**src/hdl/qbs_pkg.sv**
```systemverilog
package qbs_pkg;

  localparam int unsigned COORD_W     = 32;
  localparam int unsigned MAX_DEPTH   = 5;
  localparam int unsigned DEPTH_W     = 3;
  localparam int unsigned SKIP_W      = 4;
  localparam int unsigned POS_W       = 5;
  localparam int unsigned LVL_W       = 3;
  localparam int unsigned STACK_DEPTH = (MAX_DEPTH > 2) ? MAX_DEPTH - 1 : 2;
  localparam int unsigned SP_W        = $clog2(STACK_DEPTH + 1);
  localparam int unsigned IDX_W       = $clog2(STACK_DEPTH);
  localparam int unsigned CFG_W       = 4;
  localparam int unsigned CFG_IDX_W   = 1;

  localparam logic [CFG_IDX_W-1:0] CFG_DEPTH = 1'd0;
  localparam logic [CFG_IDX_W-1:0] CFG_SKIP  = 1'd1;

  localparam logic [DEPTH_W-1:0] DEPTH_RESET = 3'd3;
  localparam logic [SKIP_W-1:0]  SKIP_RESET  = 4'd1;

  typedef struct packed {
    logic signed [COORD_W-1:0] in_x;
    logic signed [COORD_W-1:0] in_y;
    logic                      in_last;
  } in_req_t;

  typedef struct packed {
    logic signed [COORD_W-1:0] out_x;
    logic signed [COORD_W-1:0] out_y;
    logic                      run_last;
    logic                      stream_end;
  } out_rsp_t;

  typedef struct packed {
    logic signed [COORD_W-1:0] x;
    logic signed [COORD_W-1:0] y;
  } point_t;

  typedef struct packed {
    point_t p0;
    point_t p1;
    point_t p2;
  } triple_t;

  typedef enum logic [1:0] {
    OP_NONE,
    OP_PUSH,
    OP_POP
  } dp_op_e;

  typedef enum logic [1:0] {
    EM_A,
    EM_M3,
    EM_TOP,
    EM_C
  } emit_sel_e;

  typedef struct packed {
    logic             load;
    logic             hold_wr0;
    logic             hold_wr1;
    dp_op_e           op;
    logic [IDX_W-1:0] stk_wr_idx;
    logic [IDX_W-1:0] stk_rd_idx;
    logic             emit;
    emit_sel_e        emit_sel;
    logic             run_last;
    logic             stream_end;
  } cmd_t;

  typedef struct packed {
    logic out_free;
  } sts_t;

  // floor of the mean, exact over the full sum
  function automatic logic signed [COORD_W-1:0] mid_coord(
    input logic signed [COORD_W-1:0] a,
    input logic signed [COORD_W-1:0] b
  );
    logic signed [COORD_W:0] s;
    s = {a[COORD_W-1], a} + {b[COORD_W-1], b};
    return s[COORD_W:1];
  endfunction

  function automatic point_t mid_pt(input point_t a, input point_t b);
    point_t r;
    r.x = mid_coord(a.x, b.x);
    r.y = mid_coord(a.y, b.y);
    return r;
  endfunction

endpackage

```
**src/hdl/quadratic_bezier_subdivider.sv**
```systemverilog
// channel   direction  payload     handshake
// in        request    in_req_t    in_valid_i / in_stall_o
// out       request    out_rsp_t   out_valid_o / out_stall_i
// cfg       write      4-bit data  cfg_we_i, cfg_idx_i
//
// a point that completes a curve emits its start point, the subdivision points
// and its end point, one more when the final point is repeated
// the subdivision stack makes one push or pop per cycle, a pop only while the output is free
// rst_ni clears state, depth to 3 and skip_count to 1
// a stalled output holds the sequencer; one result can wait while a request is taken
module quadratic_bezier_subdivider (
  input  logic                          clk_i,
  input  logic                          rst_ni,
  input  logic                          in_valid_i,
  output logic                          in_stall_o,
  input  qbs_pkg::in_req_t              in_req_i,
  output logic                          out_valid_o,
  input  logic                          out_stall_i,
  output qbs_pkg::out_rsp_t             out_rsp_o,
  input  logic                          cfg_we_i,
  input  logic [qbs_pkg::CFG_IDX_W-1:0] cfg_idx_i,
  input  logic [qbs_pkg::CFG_W-1:0]     cfg_wdata_i
);

  qbs_pkg::cmd_t cmd;
  qbs_pkg::sts_t sts;

  qbs_ctrl u_ctrl (
    .clk_i       (clk_i),
    .rst_ni      (rst_ni),
    .in_valid_i  (in_valid_i),
    .in_last_i   (in_req_i.in_last),
    .in_stall_o  (in_stall_o),
    .cfg_we_i    (cfg_we_i),
    .cfg_idx_i   (cfg_idx_i),
    .cfg_wdata_i (cfg_wdata_i),
    .sts_i       (sts),
    .cmd_o       (cmd)
  );

  qbs_datapath u_datapath (
    .clk_i       (clk_i),
    .rst_ni      (rst_ni),
    .in_req_i    (in_req_i),
    .cmd_i       (cmd),
    .sts_o       (sts),
    .out_valid_o (out_valid_o),
    .out_stall_i (out_stall_i),
    .out_rsp_o   (out_rsp_o)
  );

endmodule

```
**src/hdl/qbs_ctrl.sv**
```systemverilog
module qbs_ctrl (
  input  logic                             clk_i,
  input  logic                             rst_ni,
  input  logic                             in_valid_i,
  input  logic                             in_last_i,
  output logic                             in_stall_o,
  input  logic                             cfg_we_i,
  input  logic [qbs_pkg::CFG_IDX_W-1:0]    cfg_idx_i,
  input  logic [qbs_pkg::CFG_W-1:0]        cfg_wdata_i,
  input  qbs_pkg::sts_t                    sts_i,
  output qbs_pkg::cmd_t                    cmd_o
);

  localparam logic [1:0] ST_IDLE   = 2'd0;
  localparam logic [1:0] ST_FIRST  = 2'd1;
  localparam logic [1:0] ST_SUBDIV = 2'd2;
  localparam logic [1:0] ST_EXTRA  = 2'd3;

  logic [1:0]                   state_q, state_d;
  logic [qbs_pkg::DEPTH_W-1:0]  depth_q;
  logic [qbs_pkg::SKIP_W-1:0]   skip_q;
  logic [qbs_pkg::POS_W-1:0]    pos_q, pos_d;
  logic                         nz_q, nz_d;
  logic                         last_q, last_d;
  logic                         extra_q, extra_d;
  logic                         cur_valid_q, cur_valid_d;
  logic [qbs_pkg::LVL_W-1:0]    cur_lvl_q, cur_lvl_d;
  logic [qbs_pkg::SP_W-1:0]     sp_q, sp_d;
  logic [qbs_pkg::LVL_W-1:0]    lvl_stk_q [qbs_pkg::STACK_DEPTH];
  logic                         lvl_wr;

  logic [qbs_pkg::DEPTH_W-1:0]  dmax;
  logic [qbs_pkg::POS_W-1:0]    period;
  logic [qbs_pkg::POS_W-1:0]    pos_inc;
  logic [qbs_pkg::SP_W-1:0]     sp_m1;
  logic [qbs_pkg::LVL_W-1:0]    next_lvl;
  logic [qbs_pkg::LVL_W-1:0]    pop_lvl;
  logic                         curve;
  logic                         out_free;

  assign dmax     = (depth_q > qbs_pkg::DEPTH_W'(qbs_pkg::MAX_DEPTH))
                    ? qbs_pkg::DEPTH_W'(qbs_pkg::MAX_DEPTH) : depth_q;
  assign period   = qbs_pkg::POS_W'(skip_q) + qbs_pkg::POS_W'(2);
  assign pos_inc  = pos_q + qbs_pkg::POS_W'(1);
  assign sp_m1    = sp_q - qbs_pkg::SP_W'(1);
  assign next_lvl = cur_lvl_q + qbs_pkg::LVL_W'(1);
  assign pop_lvl  = lvl_stk_q[sp_m1[qbs_pkg::IDX_W-1:0]] + qbs_pkg::LVL_W'(1);
  assign curve    = (period == qbs_pkg::POS_W'(2)) ? ((pos_q == '0) && nz_q)
                                                   : (pos_q == qbs_pkg::POS_W'(2));
  assign out_free = sts_i.out_free;
  assign in_stall_o = (state_q != ST_IDLE);

  always_comb begin
    state_d     = state_q;
    pos_d       = pos_q;
    nz_d        = nz_q;
    last_d      = last_q;
    extra_d     = extra_q;
    cur_valid_d = cur_valid_q;
    cur_lvl_d   = cur_lvl_q;
    sp_d        = sp_q;
    lvl_wr      = 1'b0;
    cmd_o            = '0;
    cmd_o.op         = qbs_pkg::OP_NONE;
    cmd_o.emit_sel   = qbs_pkg::EM_A;
    cmd_o.stk_wr_idx = sp_q[qbs_pkg::IDX_W-1:0];
    cmd_o.stk_rd_idx = sp_m1[qbs_pkg::IDX_W-1:0];
    case (state_q)
      ST_IDLE: begin
        if (in_valid_i) begin
          cmd_o.load     = 1'b1;
          cmd_o.hold_wr0 = (pos_q == qbs_pkg::POS_W'(0));
          cmd_o.hold_wr1 = (pos_q == qbs_pkg::POS_W'(1));
          last_d      = in_last_i;
          extra_d     = in_last_i && (pos_q <= qbs_pkg::POS_W'(1));
          nz_d        = !in_last_i;
          if (in_last_i || (pos_inc >= period)) begin
            pos_d = '0;
          end else begin
            pos_d = pos_inc;
          end
          cur_valid_d = (dmax != '0);
          cur_lvl_d   = '0;
          sp_d        = '0;
          if (curve) begin
            state_d = ST_FIRST;
          end else if (in_last_i && (pos_q <= qbs_pkg::POS_W'(1))) begin
            state_d = ST_EXTRA;
          end
        end
      end
      ST_FIRST: begin
        if (out_free) begin
          cmd_o.emit     = 1'b1;
          cmd_o.emit_sel = qbs_pkg::EM_A;
          state_d        = ST_SUBDIV;
        end
      end
      ST_SUBDIV: begin
        if (cur_valid_q) begin
          if (next_lvl < dmax) begin
            // descend left, park the right half
            cmd_o.op  = qbs_pkg::OP_PUSH;
            lvl_wr    = 1'b1;
            sp_d      = sp_q + qbs_pkg::SP_W'(1);
            cur_lvl_d = next_lvl;
          end else if (out_free) begin
            cmd_o.emit     = 1'b1;
            cmd_o.emit_sel = qbs_pkg::EM_M3;
            cur_valid_d    = 1'b0;
          end
        end else if (sp_q != '0) begin
          if (out_free) begin
            cmd_o.op       = qbs_pkg::OP_POP;
            cmd_o.emit     = 1'b1;
            cmd_o.emit_sel = qbs_pkg::EM_TOP;
            sp_d           = sp_m1;
            cur_lvl_d      = pop_lvl;
            cur_valid_d    = (pop_lvl < dmax);
          end
        end else if (out_free) begin
          cmd_o.emit       = 1'b1;
          cmd_o.emit_sel   = qbs_pkg::EM_C;
          cmd_o.run_last   = !extra_q;
          cmd_o.stream_end = last_q && !extra_q;
          state_d          = extra_q ? ST_EXTRA : ST_IDLE;
        end
      end
      ST_EXTRA: begin
        if (out_free) begin
          cmd_o.emit       = 1'b1;
          cmd_o.emit_sel   = qbs_pkg::EM_C;
          cmd_o.run_last   = 1'b1;
          cmd_o.stream_end = last_q;
          state_d          = ST_IDLE;
        end
      end
      default: begin
        state_d = ST_IDLE;
      end
    endcase
  end

  always_ff @(posedge clk_i or negedge rst_ni) begin
    if (!rst_ni) begin
      state_q     <= ST_IDLE;
      depth_q     <= qbs_pkg::DEPTH_RESET;
      skip_q      <= qbs_pkg::SKIP_RESET;
      pos_q       <= '0;
      nz_q        <= 1'b0;
      last_q      <= 1'b0;
      extra_q     <= 1'b0;
      cur_valid_q <= 1'b0;
      cur_lvl_q   <= '0;
      sp_q        <= '0;
    end else begin
      state_q     <= state_d;
      pos_q       <= pos_d;
      nz_q        <= nz_d;
      last_q      <= last_d;
      extra_q     <= extra_d;
      cur_valid_q <= cur_valid_d;
      cur_lvl_q   <= cur_lvl_d;
      sp_q        <= sp_d;
      if (cfg_we_i) begin
        case (cfg_idx_i)
          qbs_pkg::CFG_DEPTH: depth_q <= cfg_wdata_i[qbs_pkg::DEPTH_W-1:0];
          qbs_pkg::CFG_SKIP:  skip_q  <= cfg_wdata_i[qbs_pkg::SKIP_W-1:0];
          default: ;
        endcase
      end
    end
  end

  always_ff @(posedge clk_i) begin
    if (lvl_wr) begin
      lvl_stk_q[sp_q[qbs_pkg::IDX_W-1:0]] <= cur_lvl_q;
    end
  end

endmodule

```
**src/hdl/qbs_datapath.sv**
```systemverilog
module qbs_datapath (
  input  logic              clk_i,
  input  logic              rst_ni,
  input  qbs_pkg::in_req_t  in_req_i,
  input  qbs_pkg::cmd_t     cmd_i,
  output qbs_pkg::sts_t     sts_o,
  output logic              out_valid_o,
  input  logic              out_stall_i,
  output qbs_pkg::out_rsp_t out_rsp_o
);

  qbs_pkg::point_t  a_q, b_q, c_q;
  qbs_pkg::point_t  held_q [2];
  qbs_pkg::triple_t stk_q [qbs_pkg::STACK_DEPTH];
  qbs_pkg::point_t  in_pt;
  qbs_pkg::point_t  m1, m2, m3;
  qbs_pkg::triple_t top;
  qbs_pkg::point_t  emit_pt;
  logic             out_valid_q;
  qbs_pkg::out_rsp_t out_q;

  assign in_pt.x = in_req_i.in_x;
  assign in_pt.y = in_req_i.in_y;
  assign m1  = qbs_pkg::mid_pt(a_q, b_q);
  assign m2  = qbs_pkg::mid_pt(b_q, c_q);
  assign m3  = qbs_pkg::mid_pt(m1, m2);
  assign top = stk_q[cmd_i.stk_rd_idx];

  always_comb begin
    case (cmd_i.emit_sel)
      qbs_pkg::EM_A:   emit_pt = a_q;
      qbs_pkg::EM_M3:  emit_pt = m3;
      qbs_pkg::EM_TOP: emit_pt = top.p0;
      qbs_pkg::EM_C:   emit_pt = c_q;
      default:         emit_pt = c_q;
    endcase
  end

  assign sts_o.out_free = !out_valid_q || !out_stall_i;
  assign out_valid_o    = out_valid_q;
  assign out_rsp_o      = out_q;

  always_ff @(posedge clk_i or negedge rst_ni) begin
    if (!rst_ni) begin
      held_q[0]   <= '0;
      held_q[1]   <= '0;
      out_valid_q <= 1'b0;
    end else begin
      if (cmd_i.hold_wr0) begin
        held_q[0] <= in_pt;
      end
      if (cmd_i.hold_wr1) begin
        held_q[1] <= in_pt;
      end
      if (cmd_i.emit) begin
        out_valid_q <= 1'b1;
      end else if (!out_stall_i) begin
        out_valid_q <= 1'b0;
      end
    end
  end

  always_ff @(posedge clk_i) begin
    if (cmd_i.load) begin
      a_q <= held_q[0];
      b_q <= held_q[1];
      c_q <= in_pt;
    end else begin
      case (cmd_i.op)
        qbs_pkg::OP_PUSH: begin
          stk_q[cmd_i.stk_wr_idx] <= '{p0: m3, p1: m2, p2: c_q};
          b_q <= m1;
          c_q <= m3;
        end
        qbs_pkg::OP_POP: begin
          a_q <= top.p0;
          b_q <= top.p1;
          c_q <= top.p2;
        end
        default: ;
      endcase
    end
    if (cmd_i.emit) begin
      out_q.out_x      <= emit_pt.x;
      out_q.out_y      <= emit_pt.y;
      out_q.run_last   <= cmd_i.run_last;
      out_q.stream_end <= cmd_i.stream_end;
    end
  end

endmodule

```
**config.mk**
```make
export PLATFORM = sky130hd
export DESIGN_NAME = quadratic_bezier_subdivider
export DESIGN_NICKNAME = d
export VERILOG_FILES = /design/src/hdl/qbs_pkg.sv /design/src/hdl/quadratic_bezier_subdivider.sv /design/src/hdl/qbs_ctrl.sv /design/src/hdl/qbs_datapath.sv
export SDC_FILE = /design/constraint.sdc
export NUM_CORES = 2
export LEC_CHECK = 0
export BUFFER_PORTS_ARGS = -buffer_cell sky130_fd_sc_hd__buf_2
export CAP_MARGIN = 15
export CORE_ASPECT_RATIO = 1.75
export CORE_MARGIN = 8
export CORE_UTILIZATION = 57
export CTS_CLUSTER_DIAMETER = 40
export DETAILED_ROUTE_END_ITERATION = 16
export PLACE_DENSITY = 0.77
export SETUP_SLACK_MARGIN = 0.3
export SYNTH_ARGS = -nofsm -noshare
export SYNTH_HDL_FRONTEND = slang
export SYNTH_SLANG_ARGS = --single-unit
```
**constraint.sdc**
```tcl
create_clock -name clk_i -period 8.25 [get_ports clk_i]
set_input_delay 1.65 -clock clk_i [delete_from_list [all_inputs] [get_ports clk_i]]
set_output_delay 1.65 -clock clk_i [all_outputs]
set_load 0.005 [all_outputs]
```
==> Flow_metrics.wiki <==
{| class="wikitable"
! Metric !! Value
|-
| Post-detail-place hpwl || 93000 µm
|-
| Die width || 255 µm
|-
| Most used flip-flop cell after synthesis || sky130_fd_sc_hd__edfxtp_1
|-
| Cell area after placement || 59100 µm²
|-
| Max-slew violations || 0
|-
| Highest clock rate || 155 MHz
|-
| CTS buffer count || 110
|-
| Kind of launch point of the worst setup path || register
|-
| Endpoint of the worst register-to-register path || u_datapath.out_rsp_o[65]
|-
| Critical Path End Type || register
|-
| Cells taking the most area after synthesis || sky130_fd_sc_hd__edfxtp_1 (55%), sky130_fd_sc_hd__mux4_2 (8.6%), sky130_fd_sc_hd__dfrtp_1 (6.6%), sky130_fd_sc_hd__ha_1 (4.5%), sky130_fd_sc_hd__nand2_1 (3.8%)
|-
| Total number of vias || 36500
|-
| Hold/Removal Path Class || register to register
|-
| Avg Vias per Cell || 6.49
|-
| Violation count after the first detailed-routing iteration || 3512
|-
| Setup repair after global routing missed its margin || no
|-
| Final routed wirelength across all metal layers || 150000 µm
|-
| Routed len/inst || 26.7 µm
|-
| Net count of the mapped netlist || 4380
|-
| Area growth, synth to finish || 10.8%
|-
| Worst min-delay path endpoint || u_ctrl.last_q
|-
| Worst Hold Path Cells || 2
|-
| Critical path fanouts, max || 7
|-
| Count of distinct cell types in the synthesized netlist || 102
|-
| Cells after Synth || 4094
|-
| Die Footprint || 111000 µm²
|-
| Clock Sink Count || 1191
|-
| Clock H-tree levels || 3
|-
| Number of setup violations in the final report || 0
|-
| Grt ovf || 0
|-
| Reg2Reg Setup Slack || 1.81 ns
|-
| Endpoint required time on the critical path || 8.85 ns
|-
| CTS tree || built
|-
| Number of nets with antenna violations after routing || 0
|-
| Ys async rst share || 12.8%
|-
| Post-Route Setup TNS || 0 ns
|-
| Worst skew pair latency || 0.74 ns
|-
| Number of setup buffers added after CTS || 0
|-
| Clock root buffer || sky130_fd_sc_hd__clkbuf_16
|-
| Yosys top cell by area || sky130_fd_sc_hd__edfxtp_1
|-
| Clk buf depth || 3
|-
| Post-route cell area || 63000 µm²
|-
| Final hold viol count || 0
|-
| Core area || 99200 µm²
|-
| Max Clock Skew || 0.0232 ns
|-
| Headroom to the max-slew limit || 27.6%
|-
| Placer's final routability congestion estimate || 0.973
|-
| Reported max-cap violation count || 0
|-
| Least-Margin Pin Slew || 1.09 ns
|-
| Die Ht || 434 µm
|-
| Yosys Warn Count || 0
|-
| Num ports || 143
|-
| Total standard cell area after synthesis || 56900 µm²
|-
| Origin of the critical flop-to-flop path || u_datapath.c_q[32]
|-
| Syn avg cell area || 13.9 µm²
|-
| Placement Rows || 153
|-
| # DRC || 0
|-
| Fin crit share || 78.1%
|-
| Status || finished, final reports clean
|-
| Most instantiated library cell after synthesis || sky130_fd_sc_hd__edfxtp_1
|-
| Antenna violations before repair || 19
|-
| Depth of the most critical reg-to-reg path || 22
|-
| Portion of synthesized cell area occupied by the leading cell type || 54.8%
|-
| Starting utilization of the core area || 57.3%
|-
| Sequential element share of the synthesized area || 61.6%
|-
| Port Buffers || 142
|-
| Detailed-router iteration count before antenna repair || 8
|-
| GRT Overall Usage || 27.3%
|-
| Resized Gates After CTS || 0
|-
| Global-route wire length before repair || 227000 µm
|-
| Cts-stage hold buffer count || 0
|-
| Share of final-layout standard cells stronger than drive strength 1 || 18.5%
|-
| Number of synthesized flops with an enable pin || 1038
|-
| Number of global-route vias before repair || 38200
|-
| Minimum clock period || 6.44 ns
|-
| Flop and latch count out of synthesis || 1191
|-
| Arrival @ worst endpoint || 7.05 ns
|-
| Most common library cells after synthesis || sky130_fd_sc_hd__edfxtp_1 (1038), sky130_fd_sc_hd__nand2_1 (577), sky130_fd_sc_hd__nor2_1 (236), sky130_fd_sc_hd__a21oi_1 (220), sky130_fd_sc_hd__mux4_2 (218)
|-
| Hold path start || u_ctrl.last_q
|-
| Worst Setup Path Type || register to register
|-
| Final-stage net count || 4495
|-
| Clock Pin Slew Worst Setup and Hold Paths || 0.07 ns
|-
| Largest net degree at the start of global routing || 144
|}
==> area by class of cell <==
type | count | area (µm²)
fill | 7220 | 36200
tap | 1317 | 1650
sequential | 1191 | 35000
multi-input combinational | 2629 | 20900
timing repair buffer | 187 | 1140
inverter | 90 | 345
antenna | 9 | 22.5
clock inverter | 73 | 952
clock buffer | 135 | 2940
==> layer usage <==
layer	track usage [%]	share of wire, %	vias up
met5	0	0.027	-
met4	14.2	5.0	6
met3	4.65	7.3	479
met2	48.6	52	1767
met1	31.1	35	18400
li1	-	-	15900
==> registers in the layout, indices dropped and copies added, names as in the netlist <==
name and count:
u_ctrl.cur_lvl_q 3, u_ctrl.cur_valid_q 1, u_ctrl.depth_q 3, u_ctrl.extra_q 1
u_ctrl.last_q 1, u_ctrl.lvl_stk_q 12, u_ctrl.nz_q 1, u_ctrl.pos_q 5
u_ctrl.skip_q 4, u_ctrl.sp_q 3, u_ctrl.state_q 2, u_datapath.a_q 64
u_datapath.b_q 64, u_datapath.c_q 64, u_datapath.held_q 128, u_datapath.out_rsp_o 66
u_datapath.out_valid_o 1, u_datapath.stk_q 768
==> through the flow <==
| stage | worst slack [ns] | util [%] | hold WS, ns | instances |
|---|---|---|---|---|
| 3_3_place_gp | 2.05 | 59.6 | 0.451 | 5414 |
| 4_1_cts | 1.94 | 63.5 | 0.471 | 5622 |
| 6_report | 1.81 | 63.5 | 0.469 | 5631 |
| 2_1_floorplan | 0.510 | - | 0.437 | 4094 |
| 5_1_grt | 1.46 | 63.5 | 0.515 | 5627 |
| 3_5_place_dp | 1.98 | 59.6 | 0.470 | 5414 |
==> worst max-delay path: stages, from the launching register on <==
cell and delay (ns):
sky130_fd_sc_hd__edfxtp_1 0.47, sky130_fd_sc_hd__and2_1 0.21, sky130_fd_sc_hd__fa_1 0.39, sky130_fd_sc_hd__a21oi_1 0.24, sky130_fd_sc_hd__o22ai_1 0.16, sky130_fd_sc_hd__a31oi_1 0.42
sky130_fd_sc_hd__and3b_1 0.23, sky130_fd_sc_hd__o21a_1 0.18, sky130_fd_sc_hd__o21a_1 0.16, sky130_fd_sc_hd__o21ai_0 0.15, sky130_fd_sc_hd__nand2b_1 0.13, sky130_fd_sc_hd__xor2_1 0.30
sky130_fd_sc_hd__ha_1 0.35, sky130_fd_sc_hd__and3_1 0.23, sky130_fd_sc_hd__a221o_1 0.31, sky130_fd_sc_hd__a21o_1 0.18, sky130_fd_sc_hd__a41o_1 0.26, sky130_fd_sc_hd__nor2b_1 0.15
sky130_fd_sc_hd__nand4_1 0.15, sky130_fd_sc_hd__and3_1 0.57, sky130_fd_sc_hd__nor4_2 0.11, sky130_fd_sc_hd__o32ai_1 0.59, sky130_fd_sc_hd__mux4_2 0.38
==> worst max-delay path by stage <==
stage	startpoint	to	slack, ns	depth (start not counted)
global route	u_datapath.c_q[32]	u_datapath.out_rsp_o[65]	1.46	22
CTS	u_datapath.c_q[32]	u_datapath.out_rsp_o[65]	1.94	22
finish	u_datapath.c_q[32]	u_datapath.out_rsp_o[65]	1.81	22
detailed placement	u_datapath.c_q[32]	u_datapath.out_rsp_o[65]	1.98	22
global placement	u_datapath.c_q[32]	u_datapath.out_rsp_o[65]	2.05	22
floorplan	u_ctrl.sp_q[0]	u_datapath.b_q[0]	0.51	15
==> logic make-up (layout without fill, tap and decap cells) <==
group,Yosys count,in the layout,synth area share (%)
flip-flops,1191,1191,61.6
AND/OR/NAND/NOR,1093,1093,8.37
AO/OA/AOI/OAI,780,780,9.06
multiplexers,368,368,11.6
buffers and inverters,274,485,1.83
adder cells (fa/ha/maj),214,214,4.78
XOR/XNOR,174,174,2.83
other,0,9,0
==> placed cells by master, fill, tap and decap left out, types with 87 or more instances in the layout <==
cell type	instances
sky130_fd_sc_hd__a21oi_1	218
sky130_fd_sc_hd__a31oi_1	105
sky130_fd_sc_hd__buf_2	141
sky130_fd_sc_hd__clkbuf_16	111
sky130_fd_sc_hd__dfrtp_1	149
sky130_fd_sc_hd__edfxtp_1	1038
sky130_fd_sc_hd__ha_1	204
sky130_fd_sc_hd__inv_1	87
sky130_fd_sc_hd__mux2_2	137
sky130_fd_sc_hd__mux4_2	218
sky130_fd_sc_hd__nand2_1	575
sky130_fd_sc_hd__nor2_1	233
sky130_fd_sc_hd__o21ai_0	114
sky130_fd_sc_hd__xnor2_1	108
Power is not shown: default switching activity piles up to over one toggle a cycle in this logic, so the estimate is an artifact.
